**src/rtl/mmce_pkg.sv**
```systemverilog
// Types, codes, CRC helpers and the modulo-255 adder shared by the multi-mode checksum engine.
package mmce_pkg;

    localparam logic [7:0]  CRC8_POLY   = 8'h07;
    localparam logic [15:0] CRC16_POLY  = 16'h1021;
    localparam logic [7:0]  FLETCHER_MOD = 8'd255;
    localparam logic [8:0]  XOR_LIMIT   = 9'd16;
    localparam logic [8:0]  COUNT_MAX   = 9'd256;

    localparam logic [2:0]  MODE_RESET       = 3'd4;
    localparam logic [7:0]  CRC8_INIT_RESET  = 8'h00;
    localparam logic [15:0] CRC16_INIT_RESET = 16'hFFFF;

    typedef enum logic [1:0] {
        CFG_MODE       = 2'd0,
        CFG_CRC8_INIT  = 2'd1,
        CFG_CRC16_INIT = 2'd2,
        CFG_NONE       = 2'd3
    } cfg_index_t;

    typedef enum logic [2:0] {
        MODE_CRC8     = 3'd0,
        MODE_CRC16    = 3'd1,
        MODE_XOR      = 3'd2,
        MODE_FLETCHER = 3'd3,
        MODE_AUTO     = 3'd4
    } mode_t;

    typedef enum logic [1:0] {
        ALG_CRC8     = 2'd0,
        ALG_CRC16    = 2'd1,
        ALG_XOR      = 2'd2,
        ALG_FLETCHER = 2'd3
    } alg_t;

    typedef struct packed {
        logic [7:0]  data_byte;
        logic        last_byte;
        logic [15:0] expected_checksum;
    } in_item_t;

    typedef struct packed {
        logic [15:0] checksum_value;
        logic [1:0]  checksum_bytes;
        logic [1:0]  algorithm_used;
        logic        checksum_match;
    } out_item_t;

    typedef struct packed {
        logic [2:0]  mode;
        logic [7:0]  crc8_init;
        logic [15:0] crc16_init;
    } cfg_t;

    typedef struct packed {
        logic [7:0]  crc8;
        logic [15:0] crc16;
        logic [7:0]  xor_sum;
        logic [7:0]  fl_low;
        logic [7:0]  fl_high;
        logic [8:0]  count;
    } run_state_t;

    function automatic logic [7:0] crc8_byte(input logic [7:0] crc, input logic [7:0] b);
        logic [7:0] c;
        c = crc ^ b;
        for (int i = 0; i < 8; i++) begin
            c = c[7] ? ({c[6:0], 1'b0} ^ CRC8_POLY) : {c[6:0], 1'b0};
        end
        return c;
    endfunction

    function automatic logic [15:0] crc16_byte(input logic [15:0] crc, input logic [7:0] b);
        logic [15:0] c;
        c = crc ^ {b, 8'h00};
        for (int i = 0; i < 8; i++) begin
            c = c[15] ? ({c[14:0], 1'b0} ^ CRC16_POLY) : {c[14:0], 1'b0};
        end
        return c;
    endfunction

    // Sum of two byte values reduced modulo 255 by one conditional subtraction; exact if one is below 255.
    function automatic logic [7:0] add_mod255(input logic [7:0] a, input logic [7:0] b);
        logic [8:0] s;
        s = {1'b0, a} + {1'b0, b};
        if (s >= {1'b0, FLETCHER_MOD}) begin
            s = s - {1'b0, FLETCHER_MOD};
        end
        return s[7:0];
    endfunction

endpackage

```
**src/rtl/mmce_datapath.sv**
```systemverilog
// Per-byte update of the running checksums and result selection.
module mmce_datapath (
    input  mmce_pkg::cfg_t       cfg,
    input  mmce_pkg::run_state_t state,
    input  mmce_pkg::in_item_t   item,
    output mmce_pkg::run_state_t state_next,
    output mmce_pkg::out_item_t  result
);
    import mmce_pkg::*;

    logic [7:0]  crc8_start;
    logic [15:0] crc16_start;
    alg_t        alg;
    logic [15:0] value;

    always_comb
    begin
        crc8_start  = (state.count == 9'd0) ? cfg.crc8_init  : state.crc8;
        crc16_start = (state.count == 9'd0) ? cfg.crc16_init : state.crc16;

        state_next.crc8    = crc8_byte(crc8_start, item.data_byte);
        state_next.crc16   = crc16_byte(crc16_start, item.data_byte);
        state_next.xor_sum = state.xor_sum ^ item.data_byte;
        state_next.fl_low  = add_mod255(state.fl_low, item.data_byte);
        state_next.fl_high = add_mod255(state.fl_high, state_next.fl_low);
        state_next.count   = (state.count == COUNT_MAX) ? state.count : state.count + 9'd1;

        unique case (cfg.mode)
            MODE_CRC8:     alg = ALG_CRC8;
            MODE_CRC16:    alg = ALG_CRC16;
            MODE_XOR:      alg = ALG_XOR;
            MODE_FLETCHER: alg = ALG_FLETCHER;
            default:
            begin
                if (state_next.count < XOR_LIMIT) begin
                    alg = ALG_XOR;
                end else if (state_next.count < COUNT_MAX) begin
                    alg = ALG_CRC8;
                end else begin
                    alg = ALG_CRC16;
                end
            end
        endcase

        unique case (alg)
            ALG_CRC8:
            begin
                value                 = {8'h00, state_next.crc8};
                result.checksum_bytes = 2'd1;
            end
            ALG_CRC16:
            begin
                value                 = state_next.crc16;
                result.checksum_bytes = 2'd2;
            end
            ALG_XOR:
            begin
                value                 = {8'h00, state_next.xor_sum};
                result.checksum_bytes = 2'd1;
            end
            default:
            begin
                value                 = {state_next.fl_high, state_next.fl_low};
                result.checksum_bytes = 2'd2;
            end
        endcase

        result.checksum_value = value;
        result.algorithm_used = alg;
        result.checksum_match = (value == item.expected_checksum);
    end

endmodule

```
**src/rtl/multi_mode_checksum_engine.sv**
```systemverilog
// Top level of the multi-mode checksum engine: config registers, running state, output skid.
// A last-byte result is registered into the output register, or the skid while it stalls.
// Throughput: one byte per cycle; input stalls only while a result waits in the skid register.
// The running-state update for a byte is one combinational pass between registers.
// Reset: mode auto, CRC-8 start 0x00, CRC-16 start 0xFFFF, running values and count cleared,
// output and skid registers empty.
module multi_mode_checksum_engine (
    input  logic                clk,
    input  logic                rst_n,
    input  logic                in_valid,
    output logic                in_stall,
    input  mmce_pkg::in_item_t  in_item,
    output logic                out_valid,
    input  logic                out_stall,
    output mmce_pkg::out_item_t out_item,
    input  logic                cfg_valid,
    output logic                cfg_ready,
    input  logic [1:0]          cfg_index,
    input  logic [15:0]         cfg_data
);
    import mmce_pkg::*;

    cfg_t       cfg_reg;
    run_state_t state_reg;
    run_state_t state_next;
    out_item_t  result;
    out_item_t  out_reg;
    out_item_t  skid_reg;
    logic       out_valid_reg;
    logic       skid_valid_reg;
    logic       in_fire;
    logic       res_valid;

    assign cfg_ready = 1'b1;
    assign in_stall  = skid_valid_reg;
    assign in_fire   = in_valid && !skid_valid_reg;
    assign res_valid = in_fire && in_item.last_byte;
    assign out_valid = out_valid_reg;
    assign out_item  = out_reg;

    mmce_datapath u_datapath (
        .cfg        (cfg_reg),
        .state      (state_reg),
        .item       (in_item),
        .state_next (state_next),
        .result     (result)
    );

    always_ff @(posedge clk or negedge rst_n)
    begin
        if (!rst_n)
        begin
            cfg_reg.mode       <= MODE_RESET;
            cfg_reg.crc8_init  <= CRC8_INIT_RESET;
            cfg_reg.crc16_init <= CRC16_INIT_RESET;
        end
        else if (cfg_valid && cfg_ready)
        begin
            unique case (cfg_index_t'(cfg_index))
                CFG_MODE:       cfg_reg.mode       <= cfg_data[2:0];
                CFG_CRC8_INIT:  cfg_reg.crc8_init  <= cfg_data[7:0];
                CFG_CRC16_INIT: cfg_reg.crc16_init <= cfg_data;
                default:        ;
            endcase
        end
    end

    // Clear running values after the last byte of a message.
    always_ff @(posedge clk or negedge rst_n)
    begin
        if (!rst_n)
        begin
            state_reg <= '0;
        end
        else if (in_fire)
        begin
            if (in_item.last_byte)
            begin
                state_reg <= '0;
            end
            else
            begin
                state_reg <= state_next;
            end
        end
    end

    always_ff @(posedge clk or negedge rst_n)
    begin
        if (!rst_n)
        begin
            out_valid_reg  <= 1'b0;
            skid_valid_reg <= 1'b0;
        end
        else if (!out_valid_reg || !out_stall)
        begin
            if (skid_valid_reg)
            begin
                out_valid_reg  <= 1'b1;
                skid_valid_reg <= 1'b0;
            end
            else
            begin
                out_valid_reg  <= res_valid;
            end
        end
        else if (res_valid)
        begin
            skid_valid_reg <= 1'b1;
        end
    end

    always_ff @(posedge clk)
    begin
        if (!out_valid_reg || !out_stall)
        begin
            out_reg <= skid_valid_reg ? skid_reg : result;
        end
        else if (res_valid)
        begin
            skid_reg <= result;
        end
    end

endmodule
```
**config.mk**
```make
export PLATFORM = sky130hd
export DESIGN_NAME = multi_mode_checksum_engine
export DESIGN_NICKNAME = d
export VERILOG_FILES = /design/src/rtl/mmce_pkg.sv /design/src/rtl/mmce_datapath.sv /design/src/rtl/multi_mode_checksum_engine.sv
export SDC_FILE = /design/constraint.sdc
export NUM_CORES = 1
export LEC_CHECK = 0
export BUFFER_PORTS_ARGS = -buffer_cell sky130_fd_sc_hd__buf_2
export CAP_MARGIN = 0
export CORE_ASPECT_RATIO = 1.1
export CORE_MARGIN = 2
export CORE_UTILIZATION = 56
export CTS_BUF_LIST = sky130_fd_sc_hd__clkbuf_16
export DETAILED_ROUTE_END_ITERATION = 10
export PLACE_DENSITY = 0.85
export SYNTH_ARGS = -nofsm -noshare
export SYNTH_HDL_FRONTEND = slang
export SYNTH_SLANG_ARGS = --single-unit
```
**constraint.sdc**
```tcl
create_clock -name clk -period 8.7 [get_ports clk]
set_clock_uncertainty 0.15 [all_clocks]
set_input_delay 1.305 -clock clk [delete_from_list [all_inputs] [get_ports clk]]
set_output_delay 1.305 -clock clk [all_outputs]
set_load 0.03 [all_outputs]
```
==> summary.md <==
| Metric | Value |
|---|---|
| Post-layout nets | `1001` |
| Vias post-DR | `7501` |
| Multi-input gate area | `4890 um2` |
| Worst Path Required | `8.79 ns` |
| # rows | `47` |
| Final WL | `23900 um` |
| Most used flip-flop cell after synthesis | `dfrtp_1` |
| Drt drc | `0` |
| Die width | `122 um` |
| H-tree Lvls | `4` |
| Critical Path Max Stage Delay | `0.60 ns` |
| MaxCap Viol Count | `0` |
| Gpl congestion | `0.979` |
| Clock sink count | `126` |
| Seq/Total Area, Yosys | `0.392` |
| Pin count of the biggest net entering global routing | `66` |
| Max frequency | `132 MHz` |
| Post-synthesis mux area share | `0.0655` |
| Least-Margin Pin Slew | `0.974 ns` |
| Syn Inst Count | `887` |
| Worst r2r src | `state_reg[19]$_DFFE_PN0P_` |
| Setup TNS | `0 ns` |
| Core area | `15100 um2` |
| Synth Area in Compound Gates | `0.203` |
| Reg clk slew, reported paths | `0.06 ns` |
| Xor/xnor cell area share of the yosys netlist | `0.0694` |
| Fill count | `1222` |
| Dpl cells | `1107` |
| GR Overflow Total | `0` |
| Vias in the first global route | `7004` |
| Unique masters post-synth | `87` |
| Period utilization | `0.872` |
| Total track usage | `0.304` |
| Post-route ant nets | `0` |
| Post-synth ARST share | `0.683` |
| RSZ-0062 raised after global routing | `false` |
| Simple-gate area share of the yosys netlist | `0.192` |
| Relative slew slack | `0.350` |
| HP Start | `state_reg[52]$_DFFE_PN0P_` |
| Net Count, Synth | `958` |
| Non-Filler Instances | `1139` |
| Post-Syn Area | `8600 um2` |
| Power per standard cell area | `403 nW/um2` |
| Root Driver | `clkbuf_16` |
| Flops & latches, synth | `126` |
| Outcome | `finished, final reports clean` |
| Most frequent cells in the layout | `dfrtp_1 (69), buf_2 (69), o21ai_0 (66)` |
| VDD IR max | `0.171 mV` |
| TritonCTS clock tree | `done` |
| Critical Path Source Type | `input pin` |
| Vias per cell | `6.59` |
| Die area | `16400 um2` |
| Fin crit period | `7.59 ns` |
| Layout area overhead | `12.1%` |
| DR WL/cell | `21.0 um` |
| Ant. Diodes | `0` |
| Worst hold slack | `0.350 ns` |
| Final Setup Violations | `0` |
| Post-CTS Setup Bufs | `0` |
| P_leak | `4.00 nW` |
| Max reg flops | `57` |
| CTS resizes | `0` |
| 1st-iter DRT viols | `746` |
| Share of layout cells above drive strength 1 | `0.210` |
| Slew Viols, Final | `0` |
| Num CTS Buffers | `17` |
| Pre-antenna DRT Iters | `5` |
| Final Hold Viols | `0` |
| Initial Util | `0.571` |
| Area after DPL | `9040 um2` |
| I/O pin count | `72` |
| CP Class | `input pin to flop` |
| DP HPWL | `17400 um` |
| Post-Synth Adder-Cell Area | `0.0352` |
| Crit-path leading delay family | `compound AO/OA/AOI/OAI gates` |
| CP startpoint | `in_item[17]` |
| CP bufs+invs | `3` |
| Highest-delay cell along the critical path | `a211oi_1` |
| Mean Syn Cell Area | `9.70 um2` |
| CP arrival | `7.68 ns` |
| Worst-Skew Late Latency | `0.42 ns` |
| Crit-path max FO | `12` |
| Largest family of logic cells by synthesized area | `compound AO/OA/AOI/OAI gates` |
| Wire length of the first global-routing pass | `38100 um` |
| Hold_buf cts | `0` |
| Post-synth EDFFs | `40` |
| Worst-case clock buffer depth | `2` |
| Fin area | `9640 um2` |
| Hold crit path type | `flop to flop` |
| Antenna violations before repair | `0` |
| Reg area | `3370 um2` |
| Synth Warn # | `0` |
| Crit end category | `flop` |
| Die Ht | `134 um` |
| PortBufs | `70` |
| Critical-path cell list | `buf_2, ha_1, inv_1, fa_1, xor2_1, or4_1, nor2_1, o31ai_1, a211oi_1, ha_1, inv_1, fa_1, or3b_1, a2111o_1, a211oi_1, nand4_1, mux2i_1, o22ai_1, xor2_1, a211o_1, or4_1, o31ai_2` |
## cell type report
cell class	instances	share of cell area
sequential	126	0.350
timing repair buffer	79	0.0436
tap	196	0.0254
clock inverter	15	0.0184
clock buffer	17	0.0441
inverter	28	0.0109
multi-input combinational	678	0.507
## synth_stat cells (all sizes together), types with 4 or more instances
| library cell | number | area (um2) |
|---|---|---|
| nand2b | 5 | 31.3 |
| nor4 | 5 | 43.8 |
| edfxtp | 40 | 1200 |
| o2111ai | 6 | 52.6 |
| a211oi | 9 | 67.6 |
| nand3 | 29 | 155 |
| a211o | 5 | 43.8 |
| or3 | 10 | 62.6 |
| or2 | 4 | 25.0 |
| o21ai | 67 | 339 |
| o211ai | 14 | 105 |
| or4 | 8 | 67.6 |
| nor2 | 45 | 169 |
| o22ai | 22 | 144 |
| mux2i | 9 | 90.1 |
| a21oi | 29 | 145 |
| and3 | 8 | 50.1 |
| inv | 27 | 101 |
| xor2 | 42 | 383 |
| o21a | 7 | 52.6 |
| nor2b | 38 | 238 |
| mux2 | 42 | 473 |
| and2 | 6 | 37.5 |
| ha | 21 | 263 |
| dfstp | 17 | 447 |
| nand4b | 29 | 254 |
| dfrtp | 69 | 1730 |
| a22o | 29 | 254 |
| nor3 | 13 | 65.1 |
| o31ai | 13 | 103 |
| nand2 | 63 | 236 |
| xnor2 | 21 | 191 |
| nor3b | 4 | 30.0 |
| clkbuf | 38 | 143 |
| a21o | 4 | 30.0 |
| nand4 | 12 | 75.1 |
| a32oi | 4 | 35.0 |
| buf | 17 | 115 |
## layer usage
| layer | vias to the layer above | global-route usage | part of all wire |
|---|---|---|---|
| li1 | 3435 | - | - |
| met1 | 3609 | 0.417 | 0.42 |
| met2 | 400 | 0.478 | 0.47 |
| met3 | 57 | 0.0514 | 0.080 |
| met4 | 0 | 0.122 | 0.034 |
| met5 | - | 0 | 0 |
## per-stage QoR
stage	utilization	worst slack, ns	total power, mW
floorplan	-	1.72	2.52
global placement	0.600	1.02	3.07
detailed placement	0.600	0.806	3.09
CTS	0.640	1.23	3.84
global route	0.640	0.786	4.14
finish	0.640	1.11	3.89
## kinds of logic (layout without fill, tap and decap cells)
logic type / count (synthesis) / count (layout)
adder cells (fa/ha/maj): 23 / 23
buffers and inverters: 83 / 139
XOR/XNOR: 64 / 64
AND/OR/NAND/NOR: 291 / 291
AO/OA/AOI/OAI: 248 / 248
flip-flops: 126 / 126
other: 1 / 1
multiplexers: 51 / 51
## path summary, 6_finish.rpt
check                      slack, ns                         to  cells past startpoint
setup / recovery                1.11      out_item[0]$_DFFE_PN_                     22
hold / removal                  0.35  state_reg[52]$_DFFE_PN0P_                      2
setup reg to reg                1.78      out_item[0]$_DFFE_PN_                     20
hold reg to reg                 0.35  state_reg[52]$_DFFE_PN0P_                      2
max in group asynchronous       6.58  state_reg[16]$_DFFE_PN0P_                      2
min in group asynchronous       0.63   state_reg[0]$_DFFE_PN0P_                      1
## report_power, final
part	total (mW)	leakage (nW)	internal (mW)	switching (mW)
Sequential	0.922	1.47	0.812	0.110
Combinational	2.23	2.24	0.823	1.41
Clock	0.733	0.294	0.472	0.261
Total	3.89	4.00	2.11	1.78
## worst reg2reg max path, cell delays in order (launching register included)
cell and delay [ns]:
dfrtp_1 0.42, ha_1 0.28, a211o_1 0.34, and2_1 0.24
or4_1 0.56, nor2_1 0.21, o31ai_1 0.10, a211oi_1 0.60
ha_1 0.31, inv_1 0.06, fa_1 0.54, or3b_1 0.42
a2111o_1 0.36, a211oi_1 0.39, nand4_1 0.17, mux2i_1 0.18
o22ai_1 0.36, xor2_1 0.12, a211o_1 0.29, or4_1 0.42
o31ai_2 0.23
Note: power is estimated with default switching activity, not from simulation.
